--- src/rtl/assert_macros.svh ---
// Assertion macros for the top level, which checks its own logic with them.
`ifndef ASSERT_MACROS_SVH
`define ASSERT_MACROS_SVH
// Same-cycle implication, sampled on clk, quiet during reset.
`define SSA_ASSERT_NOW(lbl, pre, post, msg) \
	lbl: assert property (@(posedge clk) disable iff (!arst_n) (pre) |-> (post)) else $error(msg);
// Next-cycle implication, sampled on clk, quiet during reset.
`define SSA_ASSERT_NEXT(lbl, pre, post, msg) \
	lbl: assert property (@(posedge clk) disable iff (!arst_n) (pre) |=> (post)) else $error(msg);
`endif

--- src/rtl/ssa_pkg.sv ---
// Types, codes and defaults shared by the accumulator modules.
package ssa_pkg;
	localparam int DEF_MAX_SAMPLES = 32;
	localparam int DEF_FRAC_BITS   = 16;
	localparam int QUEUE_DEPTH     = 4;
	localparam logic [30:0] CAP31  = 31'h7FFF_FFFF;
	localparam logic [31:0] CAP32  = 32'hFFFF_FFFF;

	typedef enum logic [1:0] {
		CMD_DIGIT   = 2'd0,
		CMD_SUBSTEP = 2'd1,
		CMD_READ    = 2'd2,
		CMD_NONE    = 2'd3
	} cmd_t;

	typedef enum logic [1:0] {
		ST_OK    = 2'd0,
		ST_LEN   = 2'd1,
		ST_OVF   = 2'd2,
		ST_RANGE = 2'd3
	} stat_t;

	typedef enum logic {BK_IDLE, BK_MATH} bk_state_t;

	typedef enum logic [2:0] {
		M_IDLE, M_DIVM, M_MUL, M_DIV1, M_DIV2, M_SQRT, M_DONE
	} math_state_t;

	typedef struct packed {
		cmd_t        cmd;
		logic [4:0]  idx;
		logic [5:0]  count;
		logic [63:0] add1;
		logic [63:0] add2;
		logic [31:0] trig;
	} item_t;

	typedef struct packed {
		logic        busy;
		logic        done;
		logic [30:0] mean;
		logic [30:0] rms;
	} math_res_t;
endpackage

--- src/rtl/ssa_math.sv ---
// Iterative mean and rms unit: bit-serial divide, multiply and square root.
module ssa_math #(
	parameter int FRAC_BITS = ssa_pkg::DEF_FRAC_BITS
) (
	input  logic               clk,
	input  logic               arst_n,
	input  logic               start,
	input  logic               ack,
	input  logic [63:0]        sum,
	input  logic [63:0]        sum2,
	input  logic [31:0]        n,
	output ssa_pkg::math_res_t res
);
	import ssa_pkg::*;
	localparam int DW = 96 + 2*FRAC_BITS;
	localparam int CW = $clog2(DW + 1);

	math_state_t    state_q, state_d;
	logic [CW-1:0]  cnt_q;
	logic [DW-1:0]  a_q;
	logic [DW-1:0]  quo;
	logic [31:0]    rem_q, n_q, nr_q;
	logic [32:0]    trial;
	logic           qbit;
	logic [127:0]   qacc_q, qm_q;
	logic [95:0]    pacc_q, pm_q;
	logic [63:0]    qmr_q, v_q, root_q, bit_q, rb;
	logic [30:0]    mean_q, rms_q;
	logic           last;
	logic           p_le_q;

	assign last   = (cnt_q == '0);
	assign trial  = {rem_q, a_q[DW-1]};
	assign qbit   = (trial >= {1'b0, n_q});
	// full quotient once the current bit is shifted in
	assign quo    = {a_q[DW-2:0], qbit};
	assign p_le_q = ({32'd0, pacc_q} <= qacc_q);
	assign rb     = root_q + bit_q;

	assign res.busy = (state_q != M_IDLE);
	assign res.done = (state_q == M_DONE);
	assign res.mean = mean_q;
	assign res.rms  = rms_q;

	always_comb begin
		state_d = state_q;
		unique case (state_q)
			M_IDLE: if (start) state_d = M_DIVM;
			M_DIVM: if (last) state_d = M_MUL;
			M_MUL:  if (last) state_d = p_le_q ? M_DONE : M_DIV1;
			M_DIV1: if (last) state_d = M_DIV2;
			M_DIV2: if (last) state_d = (|quo[DW-1:62]) ? M_DONE : M_SQRT;
			M_SQRT: if (last) state_d = M_DONE;
			M_DONE: if (ack) state_d = M_IDLE;
			default: state_d = M_IDLE;
		endcase
	end

	always_ff @(posedge clk or negedge arst_n) begin
		if (!arst_n) state_q <= M_IDLE;
		else         state_q <= state_d;
	end

	always_ff @(posedge clk) begin
		case (state_q)
			M_IDLE: begin
				a_q    <= DW'(sum) << FRAC_BITS;
				rem_q  <= '0;
				n_q    <= n;
				nr_q   <= n;
				cnt_q  <= CW'(DW-1);
				qacc_q <= '0;
				pacc_q <= '0;
				qm_q   <= 128'(sum);
				pm_q   <= 96'(sum2);
				qmr_q  <= sum;
			end
			M_DIVM, M_DIV1, M_DIV2: begin
				// one restoring quotient bit per cycle
				rem_q <= qbit ? 32'(trial - {1'b0, n_q}) : trial[31:0];
				a_q   <= {a_q[DW-2:0], qbit};
				cnt_q <= cnt_q - 1'b1;
				if (last) begin
					rem_q <= '0;
					cnt_q <= CW'(DW-1);
					if (state_q == M_DIVM) begin
						mean_q <= (|quo[DW-1:31]) ? CAP31 : quo[30:0];
						// one pass per multiplier bit, then one to settle the sums
						cnt_q  <= CW'(64);
						rms_q  <= '0;
					end
					if (state_q == M_DIV2) begin
						rms_q  <= CAP31;
						v_q    <= {2'b00, quo[61:0]};
						root_q <= '0;
						bit_q  <= 64'd1 << 62;
						cnt_q  <= CW'(31);
					end
				end
			end
			M_MUL: begin
				if (qmr_q[0]) qacc_q <= qacc_q + qm_q;
				if (nr_q[0])  pacc_q <= pacc_q + pm_q;
				qm_q  <= qm_q << 1;
				pm_q  <= pm_q << 1;
				qmr_q <= qmr_q >> 1;
				nr_q  <= nr_q >> 1;
				cnt_q <= cnt_q - 1'b1;
				if (last) begin
					a_q   <= DW'(pacc_q - qacc_q[95:0]) << (2*FRAC_BITS);
					cnt_q <= CW'(DW-1);
				end
			end
			M_SQRT: begin
				if (v_q >= rb) begin
					v_q    <= v_q - rb;
					root_q <= (root_q >> 1) + bit_q;
				end else begin
					root_q <= root_q >> 1;
				end
				bit_q <= bit_q >> 2;
				cnt_q <= cnt_q - 1'b1;
				if (last) rms_q <= (v_q >= rb) ? 31'((root_q >> 1) + bit_q)
				                               : 31'(root_q >> 1);
			end
			default: ;
		endcase
	end
endmodule

--- config.mk ---
export PLATFORM = sky130hd
export DESIGN_NAME = ssa_math
export DESIGN_NICKNAME = d
export VERILOG_FILES = /design/src/rtl/assert_macros.svh /design/src/rtl/ssa_pkg.sv /design/src/rtl/ssa_math.sv
export SDC_FILE = /design/constraint.sdc
export NUM_CORES = 2
export LEC_CHECK = 0
export ABC_AREA = 1
export BUFFER_PORTS_ARGS = -buffer_cell sky130_fd_sc_hd__buf_2
export CAP_MARGIN = 20
export CORE_ASPECT_RATIO = 0.9
export CORE_MARGIN = 2
export CORE_UTILIZATION = 35
export CTS_CLUSTER_DIAMETER = 50
export DETAILED_ROUTE_END_ITERATION = 7
export GPL_ROUTABILITY_DRIVEN = 0
export GPL_TIMING_DRIVEN = 0
export PLACE_DENSITY = 0.47
export SYNTH_ARGS = -nofsm -noshare
export SYNTH_HDL_FRONTEND = slang
export SYNTH_SLANG_ARGS = --single-unit
--- constraint.sdc ---
create_clock -name clk -period 17.3 [get_ports clk]
set_input_delay 0.865 -clock clk [delete_from_list [all_inputs] [get_ports clk]]
set_output_delay 0.865 -clock clk [all_outputs]
set_load 0.005 [all_outputs]
After elaboration in Yosys (flattened, before gate mapping)
Index checks and enable logic that the tools add are counted.

Add/sub/neg operators: 8. Order comparisons: 3. Equality and inequality tests: 19. Muxes and demuxes: 45. Reductions and logical operators: 19.

Operators by type and width (count): two-way mux 64 bit (8); one-hot mux 128 bit (2 select lines) (2); one-hot mux 64 bit (2 select lines) (4); one-hot mux 128 bit (3 select lines) (1); one-hot mux 96 bit (2 select lines) (2); two-way mux 128 bit (2); two-way mux 31 bit (5); adder 128 bit (1); less-or-equal comparator 96 x 128 -> 1 bit (1); one-hot mux 32 bit (2 select lines) (2); OR reduction 97 bit (1); adder 96 bit (1); two-way mux 96 bit (1); subtractor 96 bit (1); OR reduction 66 bit (1); adder 63 x 64 -> 64 bit (1); adder 64 bit (1); >= comparator 64 bit (1); two-way mux 32 bit (2); subtractor 64 bit (1); one-hot mux 31 bit (2 select lines) (1); >= comparator 33 x 32 -> 1 bit (1); one-hot mux 8 bit (4 select lines) (1); subtractor 32 bit (1); other kinds (21) (51).

Register bits after elaboration: 1001. Bits of input ports: 164. Output and inout port bits: 64. Word-level logic and storage cells: 110.

Depth between registers and ports, before layout
Depth after elaboration: 5. Mapped depth: 29. Mapped depth without buffers: 28.

Worst setup path before layout
Ideal clock, no wire load.

Path type: register to register. Start point: register state_q[2]. End point: register qacc_q[0] (enable). Library setup time: 0.616 ns. Arrival: 15.107 ns. Data required time: 16.684 ns. Slack: 1.577 ns. Stages on the path, launching flop included: 5. Buffers on the path: 1. Clock period less this slack: 15.723 ns. Path through: dfrtp_1 buf_2 nor2_2 inv_1 nor2_1.

Word-level cells in the longest chain between the ends: 3. Elaborated cells on any way between the ends: 5. Classes of those cells: eq/ne (2); reduce/logical (3).

RTL lines: start, declared (RTL line ssa_math.sv:18) `math_state_t state_q, state_d;`; start signal, assigned (RTL line ssa_math.sv:61) `else state_q <= state_d;`; == test 3 x 2 -> 1 bit / zero test 3 bit (equally long branches) (RTL line ssa_math.sv:65) `case (state_q)`; inequality test 2 bit (no source line) / nonzero test 2 bit (equally long branches); AND reduction 2 bit (no source line) (*); end signal, assigned (RTL line ssa_math.sv:102) `if (qmr_q[0]) qacc_q <= qacc_q + qm_q;`; end, declared (RTL line ssa_math.sv:25) `logic [127:0] qacc_q, qm_q;`.

Every way passes the cells marked *; elsewhere a longest branch is shown, timed or not. A chain may end at the register's enable or synchronous reset.

Worst setup path after layout
Start point: register root_q[12]. End point: register v_q[26] (enable).

Word-level cells in the longest chain between the ends: 4.

RTL lines: start, declared (RTL line ssa_math.sv:27) `logic [63:0] qmr_q, v_q, root_q, bit_q, rb;`; start signal, assigned (RTL line ssa_math.sv:117) `root_q <= (root_q >> 1) + bit_q;`; start signal, assigned (RTL line ssa_math.sv:119) `root_q <= root_q >> 1;`; adder 64 bit (RTL line ssa_math.sv:38) `assign rb = root_q + bit_q;`; >= comparator 64 bit (RTL line ssa_math.sv:115) `if (v_q >= rb) begin`; inequality test 2 bit (no source line); AND reduction 4 bit (no source line); end signal, assigned (RTL line ssa_math.sv:94) `v_q <= {2'b00, quo[61:0]};`; end signal, assigned (RTL line ssa_math.sv:116) `v_q <= v_q - rb;`; end, declared (RTL line ssa_math.sv:27).

Every way passes these cells.

==> out/metrics.cfg <==
[run_status]
status = finished, violations left
violations = DRC

[die]
initial_utilization = 0.352
die_area_um2 = 233000
die-height_um = 458
rows = 166
ios = 228
die_x_um = 508
core_area_um2 = 227000

[critical_path]
cp_top_family = compound AO/OA/AOI/OAI gates
startpoint = root_q[12]
startpoint_type = register
path_buf_inv = 3
crit_chain = ha_1, nand2_1, nor2_1, nand2_1, o21ai_0, a21boi_0, o21ai_0, a21oi_1, xor2_1, ha_1, a21o_1, a21boi_2, nand2_1, a21o_1, a21oi_4, nand2_4, buf_6, buf_6, o21ai_1, inv_4
crit_type = reg -> reg
cpMostUsedCell = nand2_1
worst_path_largest_cell_delay_ns = 0.62
worst_path_max_delay_cell = o21ai_0
critPathCaptureType = register
timing.rr.start = root_q[12]
path_max_fanout = 64
critPathRequiredTime_ns = 17.77
arrival_ns = 7.14

[timing]
report.final.slew_viol_count = 0
finClkSkew_ns = 0.0401
setup_viol = 0
worstMarginPinSlew_ns = 1.23
fin_crit_ns = 6.67
slew-limit-headroom = 0.178
rsz0062_at_grt = false
finalHoldViolCount = 0
final.period_utilization = 0.386
fmax_mhz = 150

[final_layout]
multi_input_area_um2 = 43500
fin_nets = 12900
stdcell_count = 15500
area_growth_pct = 13.8
seq_area_um2 = 29100
fill_cells = 24400
drive_gt1_frac = 0.0522
final_common_cell = nand2_1
layout_common_cells = 3530 x nand2_1, 1794 x inv_1, 1690 x nor2_1

[synthesis]
synthFlopType = edfxtp_1
synthArstFlopShare = 0.00310
seq_area_frac_synth = 0.363
synth_fp_nets = 12500
netlist_area_um2 = 80100
ys_seq_elements = 969
synth_warnings = 0
synth.distinct_cells = 61
syn_avg_cell_area_um2 = 6.76
synth-edff-count = 966
syn_inst = 11900

[routing]
first_pass_iters = 8
via_count = 83900
wl_per_cell_um = 24.7
drtAntennaViolNets = 0
totalWireLength_mm = 382
drt-initial-drc-count = 8839
via_per_inst = 5.43
drc = 9

[clock_network]
cts-root-buf = clkbuf_16
cts_buffer_depth = 3
htreeDepth = 4
cts_tree = done
cts.sinks = 969
post_cts_buffers = 0
insertion_delay_ns = 0.85
cts.reportedPaths.clkPinSlew_ns = 0.06
numCtsBuffers = 154
cts_resized = 0

[grt]
grt_max_degree = 65
antenna_found_initial = 48
grt_overflow = 0
grtUsageTotal = 0.319
grt_pass1_vias = 79800
grt_pass1_wl_mm = 539

[placed_design]
dp_cells = 15100
place_hpwl_mm = 321
io_buffers = 227

[flow_run]
drv_cap = 0

[worst_hold_path]
hold_path_class = in -> reg
min-delay-start = n[24]

[cells in the mapped netlist (36+ instances only)]
library cell / count / share of area
o21bai_1: 81 / 0.0076
clkbuf_1: 101 / 0.0047
edfxtp_1: 966 / 0.36
nand3_1: 538 / 0.034
xor2_1: 76 / 0.0083
nor4_1: 44 / 0.0034
nand2_1: 3531 / 0.17
nor3_1: 122 / 0.0076
ha_1: 482 / 0.075
nand4_1: 112 / 0.0088
o21ai_0: 821 / 0.051
inv_1: 1795 / 0.084
o21a_1: 36 / 0.0034
xnor2_1: 93 / 0.010
nor2_1: 1695 / 0.079
a21oi_1: 1008 / 0.063
buf_2: 51 / 0.0032
[repair_timing]
| item | in CTS | in global routing |
|---|---|---|
| endpoints found under the hold margin | 3 | 0 |
| endpoints found under the setup margin | 0 | 0 |
| hold buffers | 1 | 0 |
[registers in the layout, indices dropped and copies added (netlist names)]
| signal | flops |
|---|---|
| a_q | 128 |
| bit_q | 32 |
| cnt_q | 8 |
| mean_q | 31 |
| n_q | 32 |
| nr_q | 32 |
| pacc_q | 96 |
| pm_q | 96 |
| qacc_q | 128 |
| qm_q | 128 |
| qmr_q | 64 |
| rem_q | 32 |
| rms_q | 31 |
| root_q | 64 |
| state_q | 3 |
| v_q | 64 |
[per-stage QoR]
step / utilization / TNS, ns / worst slack, ns / hold WS, ns / instance area [um^2]
floorplan: - / 0 / 1.58 / 0.494 / 80100
global placement: 0.374 / -2955.04 / -8.65 / 0.497 / 85000
detailed placement: 0.377 / 0 / 10.71 / 0.506 / 85800
CTS: 0.400 / 0 / 10.70 / 0.179 / 91000
global route: 0.400 / 0 / 10.23 / 0.192 / 91000
finish: 0.400 / 0 / 10.63 / 0.222 / 91100
[area by class of cell]
type,instances,area share
well taps,3024,0.0415
repair buffers,269,0.0211
diodes,30,0.000824
multi-input cells,8908,0.478
clock buffers,165,0.0428
clock inverters,119,0.0140
plain buffers,165,0.00827
inverters,1808,0.0746
flip-flops and latches,969,0.319
[worst reg2reg max path, delay by kind of cell (launching register included)]
kind | cells | cell delay, ns
AO/OA/AOI/OAI | 9 | 2.93
adder cells (fa/ha/maj) | 2 | 0.83
AND/OR/NAND/NOR | 5 | 0.79
buffers and inverters | 3 | 0.69
flip-flops | 1 | 0.51
XOR/XNOR | 1 | 0.51
[final timing paths]
check | depth (start not counted) | to | slack, ns
setup / recovery | 20 | v_q[26] | 10.63
hold / removal | 1 | n_q[24] | 0.22
setup reg to reg | 20 | v_q[26] | 10.63
hold reg to reg | 2 | qmr_q[24] | 0.51
max in group asynchronous | 2 | state_q[0] | 16.72
min in group asynchronous | 2 | state_q[1] | 0.47
[layer usage]
metal	up-vias	part of all wire	GRT usage
met5	-	0.00012	0
met4	8	0.079	0.217
met3	969	0.068	0.0418
met2	3695	0.45	0.510
met1	39500	0.41	0.399
li1	39700	-	-
[kinds of logic (layout without fill, tap and decap cells)]
group                    Yosys count  count (layout)  synth area share
AO/OA/AOI/OAI                   2126            2126             0.142
other                              0              30                 0
adder cells (fa/ha/maj)          487             487            0.0766
flip-flops                       969             969             0.363
XOR/XNOR                         169             169            0.0185
AND/OR/NAND/NOR                 6126            6126             0.306
buffers and inverters           1973            2526            0.0941
Power is left out: the tool's default activity adds up to more than one toggle a clock period on the data nets, which glitch-free logic cannot reach.
