===== config.mk =====
export PLATFORM = sky130hd
export DESIGN_NAME = ssa_front
export DESIGN_NICKNAME = d
export VERILOG_FILES = /design/src/rtl/assert_macros.svh /design/src/rtl/ssa_pkg.sv /design/src/rtl/ssa_front.sv
export SDC_FILE = /design/constraint.sdc
export NUM_CORES = 1
export LEC_CHECK = 0
export BUFFER_PORTS_ARGS = -buffer_cell sky130_fd_sc_hd__buf_2
export CORE_AREA = 2 2 324 166
export CTS_BUF_LIST = sky130_fd_sc_hd__clkbuf_16
export DETAILED_ROUTE_END_ITERATION = 8
export DIE_AREA = 0 0 326 168
export HOLD_SLACK_MARGIN = 0.1
export MAX_ROUTING_LAYER = met4
export PLACE_DENSITY = 0.95
export SYNTH_ARGS = -nofsm -noshare
export SYNTH_HDL_FRONTEND = slang
export SYNTH_SLANG_ARGS = --single-unit

===== constraint.sdc =====
create_clock -name clk -period 9 [get_ports clk]
set_clock_uncertainty 0.2 [all_clocks]
set_input_delay 1.8 -clock clk [delete_from_list [all_inputs] [get_ports clk]]
set_output_delay 1.8 -clock clk [all_outputs]
set_load 0.02 [all_outputs]

===== src/rtl/assert_macros.svh =====
// Assertion macros for the top level, which checks its own logic with them.
`ifndef ASSERT_MACROS_SVH
`define ASSERT_MACROS_SVH
// Same-cycle implication, sampled on clk, quiet during reset.
`define SSA_ASSERT_NOW(lbl, pre, post, msg) \
	lbl: assert property (@(posedge clk) disable iff (!arst_n) (pre) |-> (post)) else $error(msg);
// Next-cycle implication, sampled on clk, quiet during reset.
`define SSA_ASSERT_NEXT(lbl, pre, post, msg) \
	lbl: assert property (@(posedge clk) disable iff (!arst_n) (pre) |=> (post)) else $error(msg);
`endif


===== src/rtl/ssa_pkg.sv =====
// Types, codes and defaults shared by the accumulator modules.
package ssa_pkg;
	localparam int DEF_MAX_SAMPLES = 32;
	localparam int DEF_FRAC_BITS   = 16;
	localparam int QUEUE_DEPTH     = 4;
	localparam logic [30:0] CAP31  = 31'h7FFF_FFFF;
	localparam logic [31:0] CAP32  = 32'hFFFF_FFFF;

	typedef enum logic [1:0] {
		CMD_DIGIT   = 2'd0,
		CMD_SUBSTEP = 2'd1,
		CMD_READ    = 2'd2,
		CMD_NONE    = 2'd3
	} cmd_t;

	typedef enum logic [1:0] {
		ST_OK    = 2'd0,
		ST_LEN   = 2'd1,
		ST_OVF   = 2'd2,
		ST_RANGE = 2'd3
	} stat_t;

	typedef enum logic {BK_IDLE, BK_MATH} bk_state_t;

	typedef enum logic [2:0] {
		M_IDLE, M_DIVM, M_MUL, M_DIV1, M_DIV2, M_SQRT, M_DONE
	} math_state_t;

	typedef struct packed {
		cmd_t        cmd;
		logic [4:0]  idx;
		logic [5:0]  count;
		logic [63:0] add1;
		logic [63:0] add2;
		logic [31:0] trig;
	} item_t;

	typedef struct packed {
		logic        busy;
		logic        done;
		logic [30:0] mean;
		logic [30:0] rms;
	} math_res_t;
endpackage


===== src/rtl/ssa_front.sv =====
// Front end: accept beats, form addends, drop idle commands, queue items.
module ssa_front (
	input  logic                clk,
	input  logic                arst_n,
	input  logic                in_valid,
	output logic                in_ready,
	input  logic [1:0]          in_cmd,
	input  logic [185:0]        in_data,
	input  logic                pop,
	output logic                empty,
	output ssa_pkg::item_t      head
);
	import ssa_pkg::*;
	localparam int PW = (QUEUE_DEPTH > 1) ? $clog2(QUEUE_DEPTH) : 1;

	item_t           mem_q [QUEUE_DEPTH];
	logic [PW-1:0]   wp_q, rp_q;
	logic [PW:0]     cnt_q;
	item_t           nitem;
	logic            push;
	logic [14:0]     value;
	logic [29:0]     value_sq;

	assign in_ready = (cnt_q != (PW+1)'(QUEUE_DEPTH));
	assign empty    = (cnt_q == '0);
	assign head     = mem_q[rp_q];
	assign value    = in_data[25:11];
	assign value_sq = {15'd0, value} * {15'd0, value};
	assign push     = in_valid && in_ready && (cmd_t'(in_cmd) != CMD_NONE);

	always_comb begin
		nitem.cmd   = cmd_t'(in_cmd);
		nitem.idx   = in_data[4:0];
		nitem.count = in_data[10:5];
		nitem.trig  = in_data[185:154];
		if (cmd_t'(in_cmd) == CMD_DIGIT) begin
			nitem.add1 = 64'(value);
			nitem.add2 = 64'(value_sq);
		end else begin
			nitem.add1 = in_data[89:26];
			nitem.add2 = in_data[153:90];
		end
	end

	always_ff @(posedge clk) begin
		if (push) mem_q[wp_q] <= nitem;
	end

	always_ff @(posedge clk or negedge arst_n) begin
		if (!arst_n) begin
			wp_q  <= '0;
			rp_q  <= '0;
			cnt_q <= '0;
		end else begin
			if (push) wp_q <= (wp_q == PW'(QUEUE_DEPTH-1)) ? '0 : wp_q + 1'b1;
			if (pop)  rp_q <= (rp_q == PW'(QUEUE_DEPTH-1)) ? '0 : rp_q + 1'b1;
			cnt_q <= cnt_q + (PW+1)'(push) - (PW+1)'(pop);
		end
	end
endmodule


=== Yosys cells after proc, flatten, opt, wreduce, memory -nomap -nowiden ===
Memory sizes are Yosys's and may differ from the RTL's.
Index checks and enable logic that the tools add are counted.

* $add $sub $neg: 4
* $mul: 1
* Eq/ne operators: 4
* Mux-type cells: 5
* Reductions and logical operators: 4

{| class="wikitable"
|+ Operators by type and width
! operator !! count
|-
| 128-bit 2-to-1 mux || 1
|-
| 15-bit by 15-bit multiplier with 30-bit output || 1
|-
| 2-bit by 1-bit adder with 2-bit output, second input constant || 2
|-
| 2-bit equality test, second input constant || 2
|-
| 2-bit 2-to-1 mux || 2
|-
| 3-bit by 1-bit adder with 3-bit output || 1
|-
| 3-bit zero test || 1
|-
| 3-bit != test, second input constant || 1
|-
| 3-bit by 1-bit subtractor with 3-bit output || 1
|-
| 1-bit logical AND || 2
|-
| 2-bit zero test || 1
|-
| 1-bit 2-to-1 mux || 2
|-
| 2-bit != test, second input constant || 1
|}

* Flip-flop bits (word level): 7
* Memory bits (writable): 692
* Input bits: 192
* Output and inout port bits: 175
* Logic and storage cells: 22
* Memories: 1

{| class="wikitable"
|+ Memory list
! memory !! depth !! width !! read ports !! clocked after Yosys merged registers in !! write ports !! line !! text
|-
| mem_q || 4 || 173 || 1 || 0 || 1 || ssa_front.sv:16 || <nowiki>item_t mem_q [QUEUE_DEPTH];</nowiki>
|}

=== Depth between registers and ports, before layout ===
Gate-level depths: netlist of run 1.

* Word-level depth: 5
* Gate-level depth with buffers: 22
* Gate-level depth less buffers: 21

=== Least setup slack after synthesis of run 1 ===
Ideal clock, no wire load.

* Path kind: input-to-reg
* Start point: input in_data[22]
* End point: memory mem_q[0][58] (netlist bit), data pin
* Setup time: 0.312 ns
* Arrival time: 6.876 ns
* Data required time: 8.488 ns
* Slack: 1.612 ns
* Stages: 20
* Buffers on the path: 1
* Path through: clkbuf_1 > inv_1 > nor2_1 > fa_1 > inv_1 > fa_1 > inv_1 > fa_1 > fa_1 > fa_1 > inv_1 > fa_1 > inv_1 > ha_1 > and4_1 > and3_2 > a22o_1 > o21ai_0 > mux2i_1 > o311ai_0

{| class="wikitable"
|+ RTL lines
! element !! line !! text
|-
| start, declared || ssa_front.sv:8 || <nowiki>input logic [185:0] in_data,</nowiki>
|-
| end, declared || ssa_front.sv:16 ||
|}

==> Flow_metrics.wiki, run 1 <==
{| class="wikitable"
! Metric !! Value
|-
| Fraction of registers with async set/reset || between 1 and 1.5%
|-
| Leak Pwr || ~0.014 uW
|-
| Multi-input logic area || 0.01074 mm2
|-
| Synth Net Count || 2,340
|-
| Avg WL per Cell || ~25 um
|-
| Syn avg cell area || 17.18 um2
|-
| Netlist cell types || 62
|-
| Setup tns final || 0 ns
|-
| Slew Viols, Final || 0
|-
| Number of cells traversed by the worst register-to-register path || 5
|-
| GRT Overall Usage || roughly 29%
|-
| Routed Wire Length || 76.97 mm
|-
| Number of core rows || 60
|-
| Routed met3 length || 7.753 mm
|-
| Critical path endpoint || mem_q[1][59]
|-
| Origin of the worst setup path || in_data[22]
|-
| Min cycle time layout || just under 8 ns
|-
| P per Cell Area || 367.3 mW/mm2
|-
| Post-synthesis xor/xnor area fraction || less than 1%
|-
| Largest cells by area after synthesis || sky130_fd_sc_hd__edfxtp_1 (63%), sky130_fd_sc_hd__mux4_2 (12%), sky130_fd_sc_hd__fa_1 (8.3%)
|-
| Source-to-sink clock delay at the later pin of the worst-skew pair || around 0.59 ns
|-
| Worst-case setup margin in the final layout || approximately 1.1 ns
|-
| Height of the chip || around 170 um
|-
| Routed met2 length || roughly 36 mm
|-
| Proportion of synthesized chip area in sequential cells || between 60% and 70%
|-
| Initial DRC Count || about 2,200
|-
| Met1 routed wirelength after detailed routing || between 30 and 40 mm
|-
| Combined area of all synthesized cells || approximately 0.033 mm2
|-
| Peak supply drop || roughly 0.35 mV
|-
| Class of the tightest hold or removal check || reg -> reg
|-
| Placed cell count || approximately 2,900
|-
| Mux cell area share after synthesis || around 12%
|-
| Relative max-transition margin || 27.87%
|-
| Gpl congestion || around 1.0
|-
| Crit path capture type || register
|-
| CTS-repair resized insts || 0
|-
| Die outline area || about 0.055 mm2
|-
| GR Overflow Total || 0
|-
| Starting utilization of the core area || a little over three fifths
|-
| Largest area contributor in the synthesized netlist || sky130_fd_sc_hd__edfxtp_1
|-
| # setup viols final || 0
|-
| Buffer count from post-CTS setup fixing || 0
|-
| Number of global-route vias before repair || between 15,000 and 20,000
|-
| H-tree levels || 2
|-
| Hold Vio Cnt, Final || 0
|-
| Final net count || roughly 2,700
|-
| Area used by sequential logic in the layout || 0.02096 mm2
|-
| Post-placement setup slack || around 0.79 ns
|-
| Count of flip-flops with a built-in enable after synthesis || between 600 and 700
|-
| Simple-gate share of the synthesized area || approximately 5.4%
|-
| First-pass GRT wire length || approximately 120 mm
|-
| Critical path class || in -> reg
|-
| Run status || finished, final reports clean
|-
| Maximum number of pins on one net before global-route repair || between 100 and 150
|-
| I/O pin count || between 300 and 400
|-
| Routed vias || 18,438
|-
| # clock sinks || between 600 and 700
|-
| Dominant combinational cell family by area after synthesis || adder cells
|-
| Max Fclk || around 130 MHz
|-
| Worst r2r src || cnt_q[1]
|-
| Remaining antenna violation count || 0
|-
| Unrepaired setup endpoints after global routing || false
|-
| TritonCTS clock tree || yes
|-
| Adder-cell share of the synthesized area || between 10% and 20%
|-
| Critical Path Start Type || input pin
|-
| Fraction of post-synthesis cell area in the top cell type by area || 63.31%
|-
| Final worst path period share || 87.27%
|-
| Endpoint of the worst register-to-register path || mem_q[1][120]
|-
| Most instantiated library cell after synthesis || sky130_fd_sc_hd__edfxtp_1
|-
| Flip-flop and latch count after synthesis || between 600 and 700
|-
| Flop-to-flop setup slack || 5.91 ns
|-
| Required time of the worst setup path || 9.12 ns
|-
| Overall die width || ~330 um
|-
| Total iterations of the first detailed-routing run || 6
|-
| Highest net fanout along the worst path || 10
|-
| IO Port Bufs || ~370
|-
| Max-cap violations || 0
|-
| Library cell used as clock root buffer || sky130_fd_sc_hd__clkbuf_16
|-
| Yosys warnings || 0
|-
| Cts-stage hold buffer count || 0
|-
| Area added between synthesis and finish || 13.60%
|-
| Number of antenna violations at the first check in global routing || 4
|-
| Number of clock buffers inserted by TritonCTS || 57
|-
| HPWL after DPL || around 52 mm
|-
| Count of filler cells inserted in the layout || between 3,000 and 4,000
|-
| Proportion of layout cells with a drive suffix above 1 || roughly 29%
|-
| Most used flip-flop cell after synthesis || sky130_fd_sc_hd__edfxtp_1
|-
| Number of standard cells after synthesis || between 1,500 and 2,000
|-
| Most frequent cells after synthesis || sky130_fd_sc_hd__edfxtp_1 (692), sky130_fd_sc_hd__inv_1 (209), sky130_fd_sc_hd__mux4_2 (173)
|-
| Top Metal Used || met4
|-
| Via count normalized by instance count || about 6.1
|-
| Endpoint arrival time on the critical path || roughly 8.0 ns
|-
| Pin slew with the least headroom to its limit || approximately 1.1 ns
|-
| Final non-filler cell total || approximately 3,000
|-
| Area of the placeable core || 0.05248 mm2
|-
| Compound-Gate Fraction of Synth Area || under 10%
|-
| DRC violations left || 0
|-
| Clock transition at path regs || around 0.070 ns
|-
| Max clock buf depth || 3
|}
## placed cells by master, fill, tap and decap left out, types with 10 or more instances in the layout
cell	count
sky130_fd_sc_hd__clkinv_2	10
sky130_fd_sc_hd__mux4_2	173
sky130_fd_sc_hd__nor3_1	13
sky130_fd_sc_hd__edfxtp_1	692
sky130_fd_sc_hd__ha_1	101
sky130_fd_sc_hd__nand2_1	145
sky130_fd_sc_hd__xor2_1	12
sky130_fd_sc_hd__and2_1	120
sky130_fd_sc_hd__a21oi_1	26
sky130_fd_sc_hd__buf_2	366
sky130_fd_sc_hd__clkbuf_16	59
sky130_fd_sc_hd__nand3_1	14
sky130_fd_sc_hd__fa_1	136
sky130_fd_sc_hd__nor2_1	29
sky130_fd_sc_hd__xnor2_1	14
sky130_fd_sc_hd__o21ai_0	35
sky130_fd_sc_hd__inv_1	216
sky130_fd_sc_hd__clkinv_1	14
## worst max-delay path: stages
cell and delay [ns]:
sky130_fd_sc_hd__buf_2 0.18, sky130_fd_sc_hd__inv_1 0.30, sky130_fd_sc_hd__nor2_1 0.16, sky130_fd_sc_hd__fa_1 0.55
sky130_fd_sc_hd__inv_1 0.06, sky130_fd_sc_hd__fa_1 0.53, sky130_fd_sc_hd__inv_1 0.06, sky130_fd_sc_hd__fa_1 0.49
sky130_fd_sc_hd__fa_1 0.51, sky130_fd_sc_hd__fa_1 0.49, sky130_fd_sc_hd__inv_1 0.05, sky130_fd_sc_hd__fa_1 0.47
sky130_fd_sc_hd__inv_1 0.04, sky130_fd_sc_hd__ha_1 0.39, sky130_fd_sc_hd__nand2_1 0.13, sky130_fd_sc_hd__nor3_1 0.13
sky130_fd_sc_hd__o21ai_0 0.24, sky130_fd_sc_hd__a211oi_1 0.74, sky130_fd_sc_hd__nor2_1 0.13, sky130_fd_sc_hd__o311ai_1 0.53
## cell type report
class                   count  share of cell area, %
inverters                 209                  2.104
repair buffers            379                  5.309
clock buffers              59                  3.960
well taps                 713                  2.393
clock inverters            47                  1.191
flip-flops and latches    699                  56.22
multi-input cells         918                  28.80
diodes                      4                0.02685
## layer usage
metal	track usage, %	vias up
li1	-	7813
met1	41.15	9417
met2	44.21	1059
met3	7.081	149
met4	7.534	0
met5	-	-
## per-stage QoR
stage / hold WS (ns) / cell area, um2 / utilization [%] / total power, uW
after floorplan: 0.3026 / 32820 / - / 9183
after global placement: 0.3152 / 35360 / 67.37 / 10870
after detailed placement: 0.3351 / 35360 / 67.37 / 11050
after CTS: 0.3514 / 37280 / 71.03 / 13640
after global routing: 0.3962 / 37290 / 71.05 / 14410
final: 0.3548 / 37290 / 71.05 / 13700
## kinds of logic after synthesis
group | Yosys count
XOR/XNOR | 26
buffers and inverters | 294
adder cells (fa/ha/maj) | 237
AND/OR/NAND/NOR | 359
AO/OA/AOI/OAI | 117
flip-flops | 699
multiplexers | 179
## sequential cells by signal, indices dropped and copies added (netlist names)
register  cells
rp_q          2
mem_q       692
wp_q          2
cnt_q         3
## worst min-delay path by stage
stage	startpoint	to	slack (ns)	depth (start not counted)
floorplan	cnt_q[0]	cnt_q[0]	0.30	1
global placement	cnt_q[0]	cnt_q[0]	0.32	1
detailed placement	cnt_q[0]	cnt_q[0]	0.34	1
CTS	cnt_q[0]	cnt_q[0]	0.35	1
global route	cnt_q[0]	cnt_q[0]	0.40	1
finish	cnt_q[0]	cnt_q[0]	0.35	1
## power by group
part	internal (uW)	switching [uW]
clock network	1420	1130
logic	2440	4180
registers	4270	247
total	8140	5560
Power figures use the tool's default switching activity.
==> inputs of run 2 (changes only) <==
Settings changed: CAP_MARGIN set to 20, RECOVER_POWER set to 50.
==> Flow_metrics.wiki, run 2 (same netlist as run 1, synthesis figures left out) <==
{| class="wikitable"
! Metric !! Value
|-
| CTS-repair resized insts || 0 (unchanged)
|-
| Number of core rows || 60 (unchanged)
|-
| Area used by sequential logic in the layout || 0.02096 mm2 (about the same)
|-
| Number of global-route vias before repair || 18,796 (unchanged)
|-
| Slew Viols, Final || 477 (+477)
|-
| Starting utilization of the core area || 62.55% (unchanged)
|-
| Buffer count from post-CTS setup fixing || 0 (unchanged)
|-
| Avg WL per Cell || 25.38 um (-0.13%)
|-
| Relative max-transition margin || -217.5% (-250 points)
|-
| Top library cells by usage in the layout, fill and taps aside || sky130_fd_sc_hd__edfxtp_1 (692), sky130_fd_sc_hd__buf_2 (320), sky130_fd_sc_hd__inv_1 (216), sky130_fd_sc_hd__mux4_2 (173), sky130_fd_sc_hd__nand2_1 (145)
|-
| Final worst path period share || 87.19% (about the same)
|-
| Initial DRC Count || 2,025 (-5.8%)
|-
| Proportion of layout cells with a drive suffix above 1 || 26.25% (-2.3 points)
|-
| Routed vias || 18,418 (-0.11%)
|-
| I/O pin count || 367 (unchanged)
|-
| Hold Vio Cnt, Final || 0 (unchanged)
|-
| Most common cell after layout, fill and taps aside || sky130_fd_sc_hd__edfxtp_1
|-
| HPWL after DPL || 52.09 mm (unchanged)
|-
| Remaining antenna violation count || 0 (unchanged)
|-
| Run status || complete, but fails checks
|-
| Setup tns final || 0 ns (unchanged)
|-
| Leak Pwr || 0.01404 uW (-1.3%)
|-
| Max clock buf depth || 3 (unchanged)
|-
| Placed cell count || 2,918 (unchanged)
|-
| Max-cap violations || 8 (+8)
|-
| Routed Wire Length || 76.89 mm (-0.10%)
|-
| # clock sinks || 699 (unchanged)
|-
| Required time of the worst setup path || 9.12 ns (about the same)
|-
| Via count normalized by instance count || 6.081 (-0.14%)
|-
| Multi-input logic area || 0.01072 mm2 (-0.12%)
|-
| Final net count || 2,694 (+0.037%)
|-
| Crit path capture type || register
|-
| Register bank with the most flops || mem_q
|-
| Critical path class || in -> reg
|-
| Critical Path Start Type || input pin
|-
| # setup viols final || 0 (unchanged)
|-
| Violations in the final reports || max-capacitance violations, max-slew violations
|-
| Registers with the highest flip-flop counts || mem_q (692), cnt_q (3)
|-
| Area of the placeable core || 0.05248 mm2 (unchanged)
|-
| Largest register FFs || 692 (unchanged)
|-
| Pin slew with the least headroom to its limit || 4.762 ns (+3.680 ns)
|-
| Final core utilization || 70.91% (-0.14 points)
|-
| Gpl congestion || 0.9983 (unchanged)
|-
| P per Cell Area || 369.8 mW/mm2 (+0.69%)
|-
| Final non-filler cell total || 3,029 (+0.033%)
|-
| Peak supply drop || 0.3511 mV (-0.82%)
|-
| Source-to-sink clock delay at the later pin of the worst-skew pair || 0.59 ns (about the same)
|-
| Number of antenna violations at the first check in global routing || 4 (unchanged)
|-
| Clock transition at path regs || 0.07 ns (about the same)
|-
| Min cycle time layout || 7.847 ns (-0.006780 ns)
|-
| Highest net fanout along the worst path || 10 (unchanged)
|-
| Maximum number of pins on one net before global-route repair || 115 (unchanged)
|-
| Class of the tightest hold or removal check || reg -> reg
|-
| GRT Overall Usage || 29.36% (unchanged)
|-
| Total iterations of the first detailed-routing run || 6 (unchanged)
|-
| Unrepaired setup endpoints after global routing || false
|-
| Number of clock buffers inserted by TritonCTS || 57 (unchanged)
|-
| Cts-stage hold buffer count || 0 (unchanged)
|-
| Die outline area || 0.05477 mm2 (unchanged)
|-
| IO Port Bufs || 366 (unchanged)
|-
| Height of the chip || 168 um (unchanged)
|-
| DRC violations left || 0 (unchanged)
|-
| Max Fclk || 127.4 MHz (about the same)
|-
| First-pass GRT wire length || 115.5 mm (unchanged)
|-
| GR Overflow Total || 0 (unchanged)
|-
| Count of filler cells inserted in the layout || 3,271 (+1.2%)
|-
| Library cell used as clock root buffer || sky130_fd_sc_hd__clkbuf_16
|-
| H-tree levels || 2 (unchanged)
|-
| Endpoint arrival time on the critical path || 7.97 ns (about the same)
|-
| Area added between synthesis and finish || 13.38%
|-
| Overall die width || 326 um (unchanged)
|-
| TritonCTS clock tree || yes
|}
==> run 2: worst max-delay path, stage by stage <==
cell and delay (ns):
sky130_fd_sc_hd__buf_2 0.18, sky130_fd_sc_hd__inv_1 0.31, sky130_fd_sc_hd__nor2_1 0.16, sky130_fd_sc_hd__fa_1 0.55, sky130_fd_sc_hd__inv_1 0.06, sky130_fd_sc_hd__fa_1 0.53, sky130_fd_sc_hd__inv_1 0.06, sky130_fd_sc_hd__fa_1 0.49
sky130_fd_sc_hd__fa_1 0.51, sky130_fd_sc_hd__fa_1 0.49, sky130_fd_sc_hd__inv_1 0.05, sky130_fd_sc_hd__fa_1 0.47, sky130_fd_sc_hd__inv_1 0.04, sky130_fd_sc_hd__ha_1 0.41, sky130_fd_sc_hd__nand2_1 0.14, sky130_fd_sc_hd__nor3_1 0.13
sky130_fd_sc_hd__o21ai_0 0.23, sky130_fd_sc_hd__a211oi_1 0.70, sky130_fd_sc_hd__nor2_1 0.12, sky130_fd_sc_hd__o311ai_1 0.53
==> run 2: layer usage <==
metal  track usage [%]  wire length [um]  vias to the layer above
li1                  -                 -                     7816
met1             41.15             30510                     9424
met2             44.21             36180                     1042
met3             7.081              8116                      136
met4             7.534              2077                        0
met5                 -                 0                        -
==> run 2: final timing paths <==
kind / from / to / slack, ns / depth (start not counted)
max: in_data[22] / mem_q[1][59] / 1.15 / 20
min: cnt_q[0] / cnt_q[0] / 0.35 / 1
max reg2reg: cnt_q[1] / mem_q[3][68] / 3.43 / 5
min reg2reg: cnt_q[0] / cnt_q[0] / 0.35 / 1
max in group asynchronous: arst_n / rp_q[0] / 7.39 / 1
min in group asynchronous: arst_n / rp_q[0] / 0.90 / 1
==> run 2: report_power, final <==
part	leakage (uW)	total (uW)	internal, uW	switching, uW
clock network	0.000968	2560	1420	1140
registers	0.00643	4540	4290	248
logic	0.00664	6660	2480	4180
==> run 2: area by class of cell <==
| type | instances | share of cell area [%] |
|---|---|---|
| Sequential cell | 699 | 56.32 |
| Multi-Input combinational cell | 918 | 28.82 |
| Timing Repair Buffer | 380 | 5.165 |
| Clock buffer | 59 | 3.968 |
| Tap cell | 713 | 2.397 |
| Inverter | 209 | 2.108 |
| Clock inverter | 47 | 1.194 |
| Antenna cell | 4 | 0.02690 |
==> run 2: through the flow <==
stage               area (um2)  worst slack [ns]  power [uW]  hold slack, ns
finish                   37210             1.153       13760          0.3489
global route             37210            0.9620       14480          0.3962
CTS                      37280             1.425       13640          0.3514
detailed placement       35360            0.7932       11050          0.3351
global placement         35360             1.010       10870          0.3152
floorplan                32820             1.612        9183          0.3026
